--- config.mk ---
export PLATFORM = sky130hd
export DESIGN_NAME = product_limit_survival_estimator
export DESIGN_NICKNAME = d
export VERILOG_FILES = /design/src/hdl/plse_pkg.sv /design/src/hdl/plse_cfg.sv /design/src/hdl/plse_sub.sv /design/src/hdl/plse_mul.sv /design/src/hdl/plse_seq.sv /design/src/hdl/product_limit_survival_estimator.sv
export SDC_FILE = /design/constraint.sdc
export NUM_CORES = 2
export LEC_CHECK = 0
export BUFFER_PORTS_ARGS = -buffer_cell sky130_fd_sc_hd__clkbuf_2
export CAP_MARGIN = 30
export CELL_PAD_IN_SITES_DETAIL_PLACEMENT = 1
export CELL_PAD_IN_SITES_GLOBAL_PLACEMENT = 1
export CORE_ASPECT_RATIO = 0.75
export CORE_MARGIN = 5
export CORE_UTILIZATION = 30
export CTS_BUF_LIST = sky130_fd_sc_hd__clkbuf_16
export DETAILED_ROUTE_END_ITERATION = 10
export PLACE_DENSITY_LB_ADDON = 0.1
export SLEW_MARGIN = 20
export SYNTH_ARGS = -nofsm -noshare
export SYNTH_HDL_FRONTEND = slang
export SYNTH_SLANG_ARGS = --single-unit
--- constraint.sdc ---
create_clock -name clk -period 12.9 [get_ports clk]
set_input_delay 3.87 -clock clk [delete_from_list [all_inputs] [get_ports clk]]
set_output_delay 3.87 -clock clk [all_outputs]
set_load 0.02 [all_outputs]
--- src/hdl/plse_pkg.sv ---
// Shared types and constants of the product-limit survival estimator.
`timescale 1ns / 1ps

package plse_pkg;

  localparam int IdxW  = 13;
  localparam int PosW  = 12;
  localparam int ProbW = 32;
  localparam int ArW   = 33;
  localparam int GwW   = 48;
  localparam int MulXW = 34;
  localparam int MulYW = 17;
  localparam int MulPW = MulXW + MulYW;
  localparam int UnitW = 68;
  localparam int AddrW = 4;

  localparam logic [ProbW-1:0] ONE_Q31 = 32'h8000_0000;
  localparam logic [GwW-1:0]   GW_MAX  = {GwW{1'b1}};

  typedef enum logic [1:0] {
    REG_MODE      = 2'd0,
    REG_COUNT     = 2'd1,
    REG_FWD_START = 2'd2,
    REG_REV_STOP  = 2'd3
  } reg_idx_t;

  typedef struct packed {
    logic            reverse_mode;
    logic [IdxW-1:0] interval_count;
    logic [IdxW-1:0] forward_start_index;
    logic [IdxW-1:0] reverse_stop_index;
  } cfg_t;

endpackage

--- src/hdl/plse_cfg.sv ---
// Configuration register bank behind the APB-style port.
`timescale 1ns / 1ps

module plse_cfg
  import plse_pkg::*;
(
  input  logic             clk,
  input  logic             rst_n,
  input  logic             psel,
  input  logic             penable,
  input  logic             pwrite,
  input  logic [AddrW-1:0] paddr,
  input  logic [31:0]      pwdata,
  output logic [31:0]      prdata,
  output cfg_t             cfg
);

  cfg_t     cfg_r;
  reg_idx_t idx;
  logic     wr_en;

  assign idx   = reg_idx_t'(paddr[3:2]);
  assign wr_en = psel & penable & pwrite;
  assign cfg   = cfg_r;

  always_ff @(posedge clk) begin
    if (!rst_n) begin
      cfg_r.reverse_mode        <= 1'b0;
      cfg_r.interval_count      <= 13'd1;
      cfg_r.forward_start_index <= 13'd1;
      cfg_r.reverse_stop_index  <= 13'd4096;
    end else if (wr_en) begin
      unique case (idx)
        REG_MODE:      cfg_r.reverse_mode        <= pwdata[0];
        REG_COUNT:     cfg_r.interval_count      <= pwdata[IdxW-1:0];
        REG_FWD_START: cfg_r.forward_start_index <= pwdata[IdxW-1:0];
        REG_REV_STOP:  cfg_r.reverse_stop_index  <= pwdata[IdxW-1:0];
      endcase
    end
  end

  always_comb begin
    prdata = '0;
    unique case (idx)
      REG_MODE:      prdata = {31'b0, cfg_r.reverse_mode};
      REG_COUNT:     prdata = {19'b0, cfg_r.interval_count};
      REG_FWD_START: prdata = {19'b0, cfg_r.forward_start_index};
      REG_REV_STOP:  prdata = {19'b0, cfg_r.reverse_stop_index};
    endcase
  end

endmodule

--- src/hdl/plse_sub.sv ---
// Shared wide compare-and-subtract unit for division and square root steps.
`timescale 1ns / 1ps

module plse_sub
  import plse_pkg::*;
(
  input  logic [UnitW-1:0] opa,
  input  logic [UnitW-1:0] opb,
  output logic [UnitW-1:0] diff,
  output logic             ge
);

  logic [UnitW:0] full;

  assign full = {1'b0, opa} - {1'b0, opb};
  assign diff = full[UnitW-1:0];
  assign ge   = ~full[UnitW];

endmodule

--- src/hdl/plse_mul.sv ---
// Partial-product multiplier with a registered product.
`timescale 1ns / 1ps

module plse_mul
  import plse_pkg::*;
(
  input  logic             clk,
  input  logic [MulXW-1:0] x,
  input  logic [MulYW-1:0] y,
  output logic [MulPW-1:0] p_r
);

  logic [MulPW-1:0] p_nxt;

  assign p_nxt = MulPW'(x) * MulPW'(y);

  always_ff @(posedge clk) begin
    p_r <= p_nxt;
  end

endmodule

--- src/hdl/plse_seq.sv ---
// Sequencer and datapath registers that walk one interval through the shared units.
`timescale 1ns / 1ps

module plse_seq
  import plse_pkg::*;
#(
  parameter int MAX_INTERVALS = 4096,
  parameter int COUNT_BITS    = 24
) (
  input  logic                  clk,
  input  logic                  rst_n,
  input  cfg_t                  cfg,
  input  logic                  in_valid,
  output logic                  in_stall,
  input  logic [COUNT_BITS-1:0] in_entering_count,
  input  logic [COUNT_BITS-1:0] in_failures_first_kind,
  input  logic [COUNT_BITS-1:0] in_failures_second_kind,
  input  logic [COUNT_BITS-1:0] in_lost_count,
  output logic                  out_valid,
  input  logic                  out_stall,
  output logic [PosW-1:0]       out_position,
  output logic [ProbW-1:0]      out_probability,
  output logic [31:0]           out_std_error,
  output logic                  out_last_of_run
);

  localparam int FtW = COUNT_BITS + 1;

  typedef enum logic [3:0] {
    ST_IDLE, ST_HCHK, ST_HDIV, ST_MLO, ST_MHI, ST_MADD, ST_GCHK,
    ST_GDIV, ST_GSUM, ST_SQ, ST_AR, ST_EMIT, ST_FINAL
  } state_t;

  typedef enum logic [1:0] {MK_SURV, MK_DEN, MK_ERR} mkind_t;

  function automatic logic [ArW-1:0] sat_ar(input logic [35:0] v);
    logic [ArW-1:0] r;
    if (v[35:32] == {4{v[35]}}) r = v[ArW-1:0];
    else if (!v[35])            r = {1'b0, {32{1'b1}}};
    else                        r = {1'b1, 32'b0};
    return r;
  endfunction

  state_t           state_r, state_nxt;
  mkind_t           mkind_r, mkind_nxt;
  logic [IdxW-1:0]  m_r, m_nxt, jx_r, jx_nxt, j_r, j_nxt, step_r, step_nxt;
  logic [FtW-1:0]   failt_r, failt_nxt;
  logic [COUNT_BITS-1:0] lost_r, lost_nxt;
  logic [ArW-1:0]   a_r, a_nxt, at_risk_r, at_risk_nxt;
  logic [ProbW-1:0] surv_r, surv_nxt, haz_r, haz_nxt, sdd_r, sdd_nxt;
  logic [GwW-1:0]   gw_r, gw_nxt;
  logic [UnitW-1:0] rem_r, rem_nxt, acc_r, acc_nxt;
  logic [35:0]      quo_r, quo_nxt;
  logic [5:0]       cnt_r, cnt_nxt;
  logic [MulXW-1:0] mx_r, mx_nxt, my_r, my_nxt;
  logic [66:0]      d_r, d_nxt;
  logic [59:0]      sqv_r, sqv_nxt;
  logic [29:0]      root_r, root_nxt;
  logic             row1_r, row1_nxt, fin_r, fin_nxt;
  logic [PosW-1:0]  ppos_r, ppos_nxt;
  logic [ProbW-1:0] pprob_r, pprob_nxt;
  logic             ov_r, ov_nxt, olast_r, olast_nxt;
  logic [PosW-1:0]  opos_r, opos_nxt;
  logic [ProbW-1:0] oprob_r, oprob_nxt;
  logic [31:0]      oerr_r, oerr_nxt;

  logic [UnitW-1:0] opa, opb, diff;
  logic             ge;
  logic [MulYW-1:0] my_part;
  logic [MulPW-1:0] prod;

  logic [IdxW-1:0]  m_c;
  logic [IdxW:0]    jx_c;
  logic [35:0]      ext_a, neg_a, b_c, neg_b;
  logic             a_pos, a_neg, b_pos, b_neg, haz_fin;
  logic [ProbW-1:0] haz_val;
  logic [48:0]      gsum;
  logic [29:0]      root_c;
  logic             out_free;

  plse_sub u_sub (.opa(opa), .opb(opb), .diff(diff), .ge(ge));

  assign my_part = (state_r == ST_MLO) ? my_r[MulYW-1:0] : my_r[MulXW-1:MulYW];

  plse_mul u_mul (.clk(clk), .x(mx_r), .y(my_part), .p_r(prod));

  assign in_stall        = (state_r != ST_IDLE);
  assign out_valid       = ov_r;
  assign out_position    = opos_r;
  assign out_probability = oprob_r;
  assign out_std_error   = oerr_r;
  assign out_last_of_run = olast_r;
  assign out_free        = !ov_r || !out_stall;

  assign ext_a = {{3{a_r[ArW-1]}}, a_r};
  assign neg_a = -ext_a;
  assign b_c   = ext_a - 36'(failt_r);
  assign neg_b = -b_c;
  assign a_neg = a_r[ArW-1];
  assign a_pos = !a_r[ArW-1] && (a_r != '0);
  assign b_neg = b_c[35];
  assign b_pos = !b_c[35] && (b_c != '0);

  // Operand select for the shared subtractor.
  always_comb begin
    opa = '0;
    opb = '0;
    case (state_r)
      ST_HCHK: begin
        opa = UnitW'(failt_r);
        opb = UnitW'(a_r[31:0]);
      end
      ST_HDIV: begin
        opa = {rem_r[UnitW-2:0], 1'b0};
        opb = UnitW'(a_r[31:0]);
      end
      ST_GDIV: begin
        opa = {rem_r[UnitW-2:0], 1'b0};
        opb = {1'b0, d_r};
      end
      ST_SQ: begin
        opa = {rem_r[UnitW-3:0], sqv_r[59:58]};
        opb = UnitW'({root_r, 2'b01});
      end
      default: ;
    endcase
  end

  always_comb begin
    state_nxt   = state_r;
    mkind_nxt   = mkind_r;
    m_nxt       = m_r;
    jx_nxt      = jx_r;
    j_nxt       = j_r;
    step_nxt    = step_r;
    failt_nxt   = failt_r;
    lost_nxt    = lost_r;
    a_nxt       = a_r;
    at_risk_nxt = at_risk_r;
    surv_nxt    = surv_r;
    haz_nxt     = haz_r;
    sdd_nxt     = sdd_r;
    gw_nxt      = gw_r;
    rem_nxt     = rem_r;
    acc_nxt     = acc_r;
    quo_nxt     = quo_r;
    cnt_nxt     = cnt_r;
    mx_nxt      = mx_r;
    my_nxt      = my_r;
    d_nxt       = d_r;
    sqv_nxt     = sqv_r;
    root_nxt    = root_r;
    row1_nxt    = row1_r;
    fin_nxt     = fin_r;
    ppos_nxt    = ppos_r;
    pprob_nxt   = pprob_r;
    ov_nxt      = ov_r && out_stall;
    opos_nxt    = opos_r;
    oprob_nxt   = oprob_r;
    oerr_nxt    = oerr_r;
    olast_nxt   = olast_r;
    m_c         = (cfg.interval_count == '0) ? 13'd1 : cfg.interval_count;
    if ({19'b0, m_c} > 32'(MAX_INTERVALS)) m_c = 13'(MAX_INTERVALS);
    jx_c        = {1'b0, step_r} + 14'd1;
    if (jx_c > {1'b0, m_c}) jx_c = {1'b0, m_c};
    haz_fin     = 1'b0;
    haz_val     = '0;
    gsum        = {1'b0, gw_r} + 49'(quo_r);
    root_c      = ge ? {root_r[28:0], 1'b1} : {root_r[28:0], 1'b0};

    unique case (state_r)
      ST_IDLE: begin
        if (in_valid) begin
          m_nxt     = m_c;
          jx_nxt    = jx_c[IdxW-1:0];
          j_nxt     = cfg.reverse_mode ? (m_c - jx_c[IdxW-1:0] + 13'd1) : jx_c[IdxW-1:0];
          failt_nxt = FtW'(in_failures_first_kind) + FtW'(in_failures_second_kind);
          lost_nxt  = in_lost_count;
          a_nxt     = sat_ar({{3{at_risk_r[ArW-1]}}, at_risk_r} + 36'(in_entering_count));
          state_nxt = ST_HCHK;
        end
      end
      ST_HCHK: begin
        if (!a_pos) begin
          haz_fin = 1'b1;
        end else if (ge) begin
          haz_fin = 1'b1;
          haz_val = ONE_Q31;
        end else begin
          rem_nxt   = UnitW'(failt_r);
          quo_nxt   = '0;
          cnt_nxt   = 6'd30;
          state_nxt = ST_HDIV;
        end
      end
      ST_HDIV: begin
        rem_nxt = ge ? diff : opa;
        quo_nxt = {quo_r[34:0], ge};
        cnt_nxt = cnt_r - 6'd1;
        if (cnt_r == '0) begin
          haz_fin = 1'b1;
          haz_val = {1'b0, quo_r[29:0], ge};
        end
      end
      ST_MLO: state_nxt = ST_MHI;
      ST_MHI: begin
        acc_nxt   = UnitW'(prod);
        state_nxt = ST_MADD;
      end
      ST_MADD: begin
        acc_nxt = acc_r + (UnitW'(prod) << MulYW);
        unique case (mkind_r)
          MK_SURV: begin
            surv_nxt  = acc_nxt[62:31];
            state_nxt = ST_GCHK;
          end
          MK_DEN: begin
            d_nxt     = acc_nxt[66:0];
            rem_nxt   = UnitW'(failt_r);
            quo_nxt   = '0;
            cnt_nxt   = 6'd35;
            state_nxt = ST_GDIV;
          end
          default: begin
            sdd_nxt   = acc_nxt[62:31];
            state_nxt = ST_AR;
          end
        endcase
      end
      ST_GCHK: begin
        if ((a_pos && b_pos) || (a_neg && b_neg)) begin
          mx_nxt    = a_neg ? neg_a[MulXW-1:0] : ext_a[MulXW-1:0];
          my_nxt    = b_neg ? neg_b[MulXW-1:0] : b_c[MulXW-1:0];
          mkind_nxt = MK_DEN;
          state_nxt = ST_MLO;
        end else begin
          sdd_nxt   = '0;
          state_nxt = ST_AR;
        end
      end
      ST_GDIV: begin
        rem_nxt = ge ? diff : opa;
        quo_nxt = {quo_r[34:0], ge};
        cnt_nxt = cnt_r - 6'd1;
        if (cnt_r == '0) state_nxt = ST_GSUM;
      end
      ST_GSUM: begin
        gw_nxt    = gsum[GwW] ? GW_MAX : gsum[GwW-1:0];
        sqv_nxt   = {gw_nxt, 12'b0};
        rem_nxt   = '0;
        root_nxt  = '0;
        cnt_nxt   = 6'd29;
        state_nxt = ST_SQ;
      end
      ST_SQ: begin
        rem_nxt  = ge ? diff : opa;
        root_nxt = root_c;
        sqv_nxt  = {sqv_r[57:0], 2'b00};
        cnt_nxt  = cnt_r - 6'd1;
        if (cnt_r == '0) begin
          mx_nxt    = {2'b00, surv_r};
          my_nxt    = MulXW'(root_c);
          mkind_nxt = MK_ERR;
          state_nxt = ST_MLO;
        end
      end
      ST_AR: begin
        at_risk_nxt = sat_ar(ext_a - 36'(failt_r) - 36'(lost_r));
        if (cfg.reverse_mode) begin
          row1_nxt  = (j_r < cfg.reverse_stop_index) && (j_r != 13'd1);
          ppos_nxt  = PosW'(j_r - 13'd2);
          pprob_nxt = surv_r;
        end else begin
          row1_nxt  = (j_r >= cfg.forward_start_index);
          ppos_nxt  = PosW'(j_r - 13'd1);
          pprob_nxt = ONE_Q31 - surv_r;
        end
        fin_nxt  = (jx_r == m_r);
        step_nxt = jx_r;
        if (jx_r == m_r) begin
          at_risk_nxt = '0;
          surv_nxt    = ONE_Q31;
          gw_nxt      = '0;
          step_nxt    = '0;
        end
        state_nxt = ST_EMIT;
      end
      ST_EMIT: begin
        if (!row1_r) begin
          state_nxt = fin_r ? ST_FINAL : ST_IDLE;
        end else if (out_free) begin
          ov_nxt    = 1'b1;
          opos_nxt  = ppos_r;
          oprob_nxt = pprob_r;
          oerr_nxt  = sdd_r;
          olast_nxt = 1'b0;
          state_nxt = fin_r ? ST_FINAL : ST_IDLE;
        end
      end
      ST_FINAL: begin
        if (out_free) begin
          ov_nxt    = 1'b1;
          opos_nxt  = PosW'(m_r - 13'd1);
          oprob_nxt = ONE_Q31;
          oerr_nxt  = '0;
          olast_nxt = 1'b1;
          state_nxt = ST_IDLE;
        end
      end
      default: state_nxt = ST_IDLE;
    endcase

    if (haz_fin) begin
      haz_nxt   = haz_val;
      mx_nxt    = {2'b00, surv_r};
      my_nxt    = {2'b00, ONE_Q31 - haz_val};
      mkind_nxt = MK_SURV;
      state_nxt = ST_MLO;
    end
  end

  always_ff @(posedge clk) begin
    if (!rst_n) begin
      state_r   <= ST_IDLE;
      at_risk_r <= '0;
      surv_r    <= ONE_Q31;
      gw_r      <= '0;
      step_r    <= '0;
      ov_r      <= 1'b0;
    end else begin
      state_r   <= state_nxt;
      at_risk_r <= at_risk_nxt;
      surv_r    <= surv_nxt;
      gw_r      <= gw_nxt;
      step_r    <= step_nxt;
      ov_r      <= ov_nxt;
    end
    mkind_r <= mkind_nxt;
    m_r     <= m_nxt;
    jx_r    <= jx_nxt;
    j_r     <= j_nxt;
    failt_r <= failt_nxt;
    lost_r  <= lost_nxt;
    a_r     <= a_nxt;
    haz_r   <= haz_nxt;
    sdd_r   <= sdd_nxt;
    rem_r   <= rem_nxt;
    acc_r   <= acc_nxt;
    quo_r   <= quo_nxt;
    cnt_r   <= cnt_nxt;
    mx_r    <= mx_nxt;
    my_r    <= my_nxt;
    d_r     <= d_nxt;
    sqv_r   <= sqv_nxt;
    root_r  <= root_nxt;
    row1_r  <= row1_nxt;
    fin_r   <= fin_nxt;
    ppos_r  <= ppos_nxt;
    pprob_r <= pprob_nxt;
    opos_r  <= opos_nxt;
    oprob_r <= oprob_nxt;
    oerr_r  <= oerr_nxt;
    olast_r <= olast_nxt;
  end

endmodule

--- src/hdl/product_limit_survival_estimator.sv ---
// Top level of the product-limit survival estimator with Greenwood error.
`timescale 1ns / 1ps

// Channel   Direction  Handshake            Payload
// in_       input      in_valid/in_stall    entering, two failure kinds, lost counts
// out_      output     out_valid/out_stall  position, probability, std_error, last_of_run
// cfg       APB        psel/penable/pready  four registers at byte addresses 0, 4, 8, 12
//
// With failures below the at-risk count and the Greenwood term applying, an item runs a 31-step
// hazard division, a 36-step Greenwood division and a 30-step square root on the shared
// compare-and-subtract unit and three two-pass multiplies. Failures at or above that count skip
// the hazard division; no Greenwood term skips the Greenwood division, the square root and their
// two multiplies. The last interval adds a closing row. Reset is synchronous, active low.
// A stalled row holds while the next item is taken; a closing row waits for the output register.

module product_limit_survival_estimator
  import plse_pkg::*;
#(
  parameter int MAX_INTERVALS = 4096,
  parameter int COUNT_BITS    = 24
) (
  input  logic                  clk,
  input  logic                  rst_n,
  input  logic                  in_valid,
  output logic                  in_stall,
  input  logic [COUNT_BITS-1:0] in_entering_count,
  input  logic [COUNT_BITS-1:0] in_failures_first_kind,
  input  logic [COUNT_BITS-1:0] in_failures_second_kind,
  input  logic [COUNT_BITS-1:0] in_lost_count,
  output logic                  out_valid,
  input  logic                  out_stall,
  output logic [PosW-1:0]       out_position,
  output logic [ProbW-1:0]      out_probability,
  output logic [31:0]           out_std_error,
  output logic                  out_last_of_run,
  input  logic                  psel,
  input  logic                  penable,
  input  logic                  pwrite,
  input  logic [AddrW-1:0]      paddr,
  input  logic [31:0]           pwdata,
  output logic [31:0]           prdata,
  output logic                  pready
);

  cfg_t cfg;

  // The register bank never inserts wait states.
  assign pready = 1'b1;

  plse_cfg u_cfg (
    .clk    (clk),
    .rst_n  (rst_n),
    .psel   (psel),
    .penable(penable),
    .pwrite (pwrite),
    .paddr  (paddr),
    .pwdata (pwdata),
    .prdata (prdata),
    .cfg    (cfg)
  );

  // The sequencer holds the at-risk count, the survival product and the Greenwood sum,
  // and owns the shared arithmetic units.
  plse_seq #(
    .MAX_INTERVALS(MAX_INTERVALS),
    .COUNT_BITS   (COUNT_BITS)
  ) u_seq (
    .clk                    (clk),
    .rst_n                  (rst_n),
    .cfg                    (cfg),
    .in_valid               (in_valid),
    .in_stall               (in_stall),
    .in_entering_count      (in_entering_count),
    .in_failures_first_kind (in_failures_first_kind),
    .in_failures_second_kind(in_failures_second_kind),
    .in_lost_count          (in_lost_count),
    .out_valid              (out_valid),
    .out_stall              (out_stall),
    .out_position           (out_position),
    .out_probability        (out_probability),
    .out_std_error          (out_std_error),
    .out_last_of_run        (out_last_of_run)
  );

endmodule

==> After elaboration in Yosys (flattened, before gate mapping) <==
Index checks and enable logic that the tools add are counted.
{ "totals": {"wordCells": 258, "regBits": 902, "input_bits": 139} }
{ "classes": {"eq_ne": 44, "n_lt_le_gt_ge": 4, "bitwise_logic": 5, "add_sub_neg": 18, "n_reduce_logical": 51, "n_mul": 1, "n_mux": 96} }
{ "op_table": {"columns": ["cell", "count"], "rows": [
  ["$mux 32", 15],
  ["$pmux 32 s2", 5],
  ["$mux 67", 4],
  ["$pmux 67 s4", 1],
  ["$mux 34", 6],
  ["$pmux 68 s3", 1],
  ["$pmux 67 s3", 1],
  ["$mux 33", 5],
  ["$pmux 34 s2", 2],
  ["$pmux 68 s2", 1],
  ["$pmux 32 s4", 1],
  ["$pmux 60 s2", 1],
  ["$mux 36", 3],
  ["$pmux 36 s3", 1],
  ["$mux 48", 2],
  ["$pmux 48 s2", 1],
  ["$sub 68x67->69", 1],
  ["$add 68x68->68", 1],
  ["$neg 34->34", 2],
  ["$mux 13", 5],
  ["$sub 32x32->32 const A", 2],
  ["$pmux 30 s2", 1],
  ["$pmux 4 s13", 1],
  ["$mul 34x17->51", 1],
  ["62 further kinds", 155]
]} }

==> Logic depth before layout (Yosys ltp) <==
{ "logic_depth": {"ltp_word": 9, "ltp_mapped": 34} }

==> Cells and area by module <==
From an unflattened synthesis, not the netlist that was laid out.
{ "unflattened": {"hier_cells": 7806, "area_unflattened_um2": 72598.4} }
{ "modules_own_cells": {"columns": ["mod", "area_each_um2", "instances", "seq_area_each_um2", "cells_each"], "rows": [
  ["plse_seq", 46732.3, 1, 22591.7, 4715],
  ["plse_mul", 19502.5, 1, 1021.0, 2218],
  ["plse_sub", 4365.4, 1, 0.0, 666],
  ["plse_cfg", 1986.9, 1, 800.8, 205],
  ["product_limit_survival_estimator", 11.3, 1, 0.0, 2]
]} }

==> Least setup slack after synthesis <==
OpenSTA, ideal clock, no wires.
{ "synth_path": {"path_type": "reg-to-reg", "from": "register u_seq.state_r[2]", "to": "register u_seq.cnt_r[0], enable pin", "t_required_ns": 12.287, "stages_incl_launch_ff": 7, "arrival_ns": 10.000, "setup_slack_ns": 2.287, "path_cell_list": "dfxtp_1 -> inv_1 -> ha_1 -> clkbuf_1 -> nor2b_1 -> a21oi_1 -> a211oi_1"} }
{ "synth_via": {"elab_chain_len": 6, "word_cells_on_any_way": 17, "cone_classes": "1 x add/sub; 9 x eq/ne; 2 x mux; 5 x reduce/logical"} }
{ "synth_rtl": {"columns": ["item", "line_no", "text"], "rows": [
  ["from (decl)", "plse_seq.sv:44", "state_t state_r, state_nxt;"],
  ["from (signal assigned)", "plse_seq.sv:331", "state_r <= state_nxt;"],
  ["$eq 4x2->1, or another cell as far along", "plse_seq.sv:108, plse_seq.sv:171", null],
  ["$reduce_or 2->1 (no line)", null, null],
  ["$pmux 68 s3 or $pmux 67 s3 (tied branches)", "plse_seq.sv:108", "case (state_r)"],
  ["$sub 68x67->69", "plse_sub.sv:15", "assign full = {1'b0, opa} - {1'b0, opb};"],
  ["$ne 2x2->1 (no line)", null, null],
  ["$reduce_and 4->1 (no line) (*)", null, null],
  ["to (signal assigned)", "plse_seq.sv:350", "cnt_r <= cnt_nxt;"],
  ["to (decl)", "plse_seq.sv:54", "logic [5:0] cnt_r, cnt_nxt;"]
]} }
Every way passes the cells marked *; elsewhere a longest branch is shown, timed or not.
A chain may end at the register's enable or synchronous reset.

==> Worst setup path after layout <==
{ "layout_path": {"from": "register u_seq.state_r[2]", "to": "register u_seq.u_mul.p_r[50]"} }
{ "layout_via": {"elab_chain_len": 3} }
{ "layout_rtl": {"columns": ["item", "line_no", "text"], "rows": [
  ["$eq 4x2->1", "plse_seq.sv:83", "assign my_part = (state_r == ST_MLO) ? my_r[MulYW-1:0] : my_r[MulXW-1:MulYW];"],
  ["$mux 17", "plse_seq.sv:83", null],
  ["$mul 34x17->51", "plse_mul.sv:15", "assign p_nxt = MulPW'(x) * MulPW'(y);"],
  ["net u_seq.u_mul.p_nxt[50]", "plse_mul.sv:13", "logic [MulPW-1:0] p_nxt;"],
  ["to (signal assigned)", "plse_mul.sv:18", "p_r <= p_nxt;"],
  ["to (decl)", "plse_mul.sv:10", "output logic [MulPW-1:0] p_r"]
]} }
The timed path passes the listed nets, and every way through them passes these cells.

==> key figures <==
Run status
  – Outcome: finished clean

Synthesis
  – Synthesized area per cell: 9.32 um2
  – EDFF count, synth: 661
  – Synthesized instance count: 7,654
  – Synth Flop Type: edfxtp_1
  – Post-synth ARST share: 0%
  – Synthesized cell area: 0.0713 mm2
  – Synth unique cells: 95
  – Synth Register Bits: 889
  – Synth Warn #: 0
  – Post-synthesis sequential area ratio: 34.2%

Clock network
  – Post-CTS setup buffers: 0
  – Cts hold-fix bufs: 0
  – Clock buffer depth: 3
  – CTS Sinks: 889
  – Num CTS Buffers: 106
  – Post-cts gate resize count: 0
  – CTS tree: yes
  – CTS clk-pin slew, worst paths: 0.07 ns
  – Root Buffer: clkbuf_16
  – Clock Latency Late Sink: 0.77 ns
  – H-tree levels: 3

Timing
  – Min cycle time layout: 9.53 ns
  – Final setup fails: 0
  – Setup ws final: 3.37 ns
  – Final max-slew violation count: 0
  – Total negative slack: 0 ns
  – Setup Skew: 0.0419 ns
  – Slew @ Worst Pin: 1.21 ns
  – Fin crit share: 73.9%
  – Unrepaired setup endpoints after global routing: no
  – Worst slew margin: 19.3%
  – Fmax: 105 MHz
  – Final Hold Fails: 0

Route
  – Via/cell ratio: 5.22
  – Drt first pass iters: 7
  – Residual DRC: 0
  – Initial DRC Count: 4,108
  – Vias: 57,382
  – Routed wire length: 277 mm
  – Drt wl/cell: 25.2 um
  – Antenna violation net count after detailed routing: 0

Placed design
  – Placed insts: 10,773
  – Port Buf Inserts: 209
  – Setup Slack @ Placement: 2.77 ns
  – GPL Wtd Cong: 0.866
  – DP HPWL: 213 mm

Setup path
  – Required @ worst endpoint: 13.57 ns
  – CP dominant cell by count: fa_1
  – WS Path Type: flip-flop to flip-flop
  – Crit path launch type: flip-flop
  – RR Startpoint: u_seq.state_r[2]
  – Worst EP arrival: 10.21 ns
  – Slowest cell on crit path: mux2_2
  – Critical path peak fanout: 34
  – Crit. End Element: flip-flop
  – R2R Setup Slk: 3.37 ns
  – R2R Path End: u_seq.u_mul.p_r[50]
  – Worst-case reg-to-reg path depth: 30
  – Max incr delay on CP: 0.63 ns

Hold path
  – Worst hold stages: 0
  – Startpoint of the worst hold path: u_seq.acc_r[12]
  – WHS Endpoint: u_seq.d_r[12]
  – Hold Path Class: flip-flop to flip-flop

Global routing
  – Busiest layer in global routing: met1
  – Met3 usage in global routing: 4.75%
  – GRT Util Overall: 21.9%
  – Met1 usage: 33.5%
  – GR Layer Usage met2: 31.2%
  – Total gr overflow: 0
  – Initial antenna violation count: 23
  – First-pass GRT wire length: 405 mm
  – Largest net degree at the start of global routing: 93
  – Vias in the first global route: 58,858

Cells and area
  – Layout area overhead: 12.2%
  – Fin cells: 10,996
  – Share of layout cells above drive strength 1: 8.04%
  – NumNets Final: 8,834
  – Filler instances: 27,063
  – Final core occ: 33.7%

Floorplan
  – Ports: 251
  – Die area: 0.248 mm2
  – Initial Util: 30.1%
  – Die width: 573 um
  – Die height: 432 um
  – Rows: 155
  – Core ar.: 0.237 mm2

Run
  – Maxcap violations: 0
==> stage by stage <==
stage                     area (um2)  hold slack, ns
after global routing           80000           0.426
after floorplan                71400           0.400
after global placement         75900           0.406
after CTS                      79800           0.419
after detailed placement       76200           0.406
final                          80000           0.415
==> critical path: cells and delay by family, from the launching register on <==
| kind | cells | cell delay, ns |
|---|---|---|
| simple gates | 3 | 0.99 |
| xor+xnor | 1 | 0.17 |
| flops | 1 | 0.34 |
| buf+inv | 7 | 0.76 |
| mux | 1 | 0.63 |
| compound gates | 10 | 2.59 |
| fa+ha+maj | 8 | 3.91 |
==> state kept, by name, summed over array words and instances, names as in the netlist, 34 cells and up <==
| signal | flops |
|---|---|
| u_seq.u_mul.p_r | 51 |
| u_seq.sqv_r | 48 |
| u_seq.gw_r | 48 |
| u_seq.d_r | 67 |
| u_seq.acc_r | 67 |
| u_cfg.cfg | 40 |
| u_seq.my_r | 34 |
| u_seq.mx_r | 34 |
| u_seq.quo_r | 36 |
| u_seq.rem_r | 67 |
==> Yosys cell counts (all sizes together) (38+ instances only) <==
master    n  share of area, %
a22o     64              0.79
a21o    159               1.7
mux2     38              0.60
edfxtp  661                28
nor2b    55              0.48
ha      451               7.9
inv     853               4.5
o21a     59              0.62
nand2b   66              0.58
a221oi   70              0.86
fa      487                14
nand4    45              0.39
nor3    107              0.75
and3     86              0.75
nor2    518               2.7
mux2i    39              0.55
dfxtp   228               6.4
a21oi   466               3.3
nand3   121              0.85
o21ai   405               2.9
a31oi    63              0.55
clkbuf  322               1.7
or3      47              0.41
nand2   914               4.8
xnor2   233               2.9
buf      50              0.40
xor2    186               2.3
and2    369               3.2
a211oi   44              0.47
==> cell families after synthesis <==
| family | after synthesis | share of synthesized area, % |
|---|---|---|
| buffers and inverters | 1227 | 6.60 |
| flip-flops | 889 | 34.2 |
| AO/OA/AOI/OAI | 1651 | 15.0 |
| other | 2 | 0.0105 |
| AND/OR/NAND/NOR | 2450 | 16.3 |
| XOR/XNOR | 419 | 5.15 |
| adder cells (fa/ha/maj) | 938 | 21.6 |
| multiplexers | 78 | 1.18 |
==> per-layer routing <==
| layer | share of wire (%) | vias up | wire [um] |
|---|---|---|---|
| met1 | 51 | 29340 | 140000 |
| li1 | - | 26471 | - |
| met4 | 2.2 | 0 | 6140 |
| met3 | 6.7 | 242 | 18600 |
| met2 | 40 | 1329 | 112000 |
| met5 | 0 | - | 0 |
==> cells in the final DEF, fill, tap and decap left out, drive strengths merged, types with 31 or more instances in the layout <==
master  synthesis  layout
a211oi         44      44
a21o          159     159
a21oi         466     466
a221oi         70      70
a22o           64      64
a31oi          63      63
and2          369     369
and3           86      86
buf            50     138
clkbuf        322     319
clkinv          2      47
dfxtp         228     228
edfxtp        661     661
fa            487     487
ha            451     451
inv           853     878
mux2           38      38
mux2i          39      39
nand2         914     914
nand2b         66      66
nand3         121     121
nand4          45      45
nor2          518     518
nor2b          55      55
nor3          107     107
o211ai         31      31
o21a           59      59
o21ai         405     405
o31ai          32      32
or3            47      47
xnor2         233     233
xor2          186     186
==> worst max path at each step <==
| stage | start | slack, ns | end |
|---|---|---|---|
| 4_1_cts | u_seq.state_r[3] | 2.69 | u_seq.u_mul.p_r[50] |
| 5_1_grt | u_seq.state_r[2] | 2.87 | u_seq.u_mul.p_r[50] |
| 2_1_floorplan | u_seq.state_r[2] | 2.29 | u_seq.cnt_r[0] |
| 3_3_place_gp | u_seq.state_r[2] | 2.81 | u_seq.u_mul.p_r[50] |
| 6_report | u_seq.state_r[2] | 3.37 | u_seq.u_mul.p_r[50] |
| 3_5_place_dp | u_seq.state_r[2] | 2.77 | u_seq.u_mul.p_r[50] |
==> cell type report <==
type	count	area [um2]	share of cell area (%)
diodes	6	15.0	0.0188
clock buffers	108	2700	3.38
clock inverters	93	893	1.12
inverters	855	3210	4.01
multi-input cells	5556	42500	53.1
flip-flops and latches	889	24400	30.5
well taps	3140	3930	4.91
repair buffers	349	2410	3.02
Power is left out: the tool's default activity adds up to more than one toggle a clock period on the data nets, which glitch-free logic cannot reach.
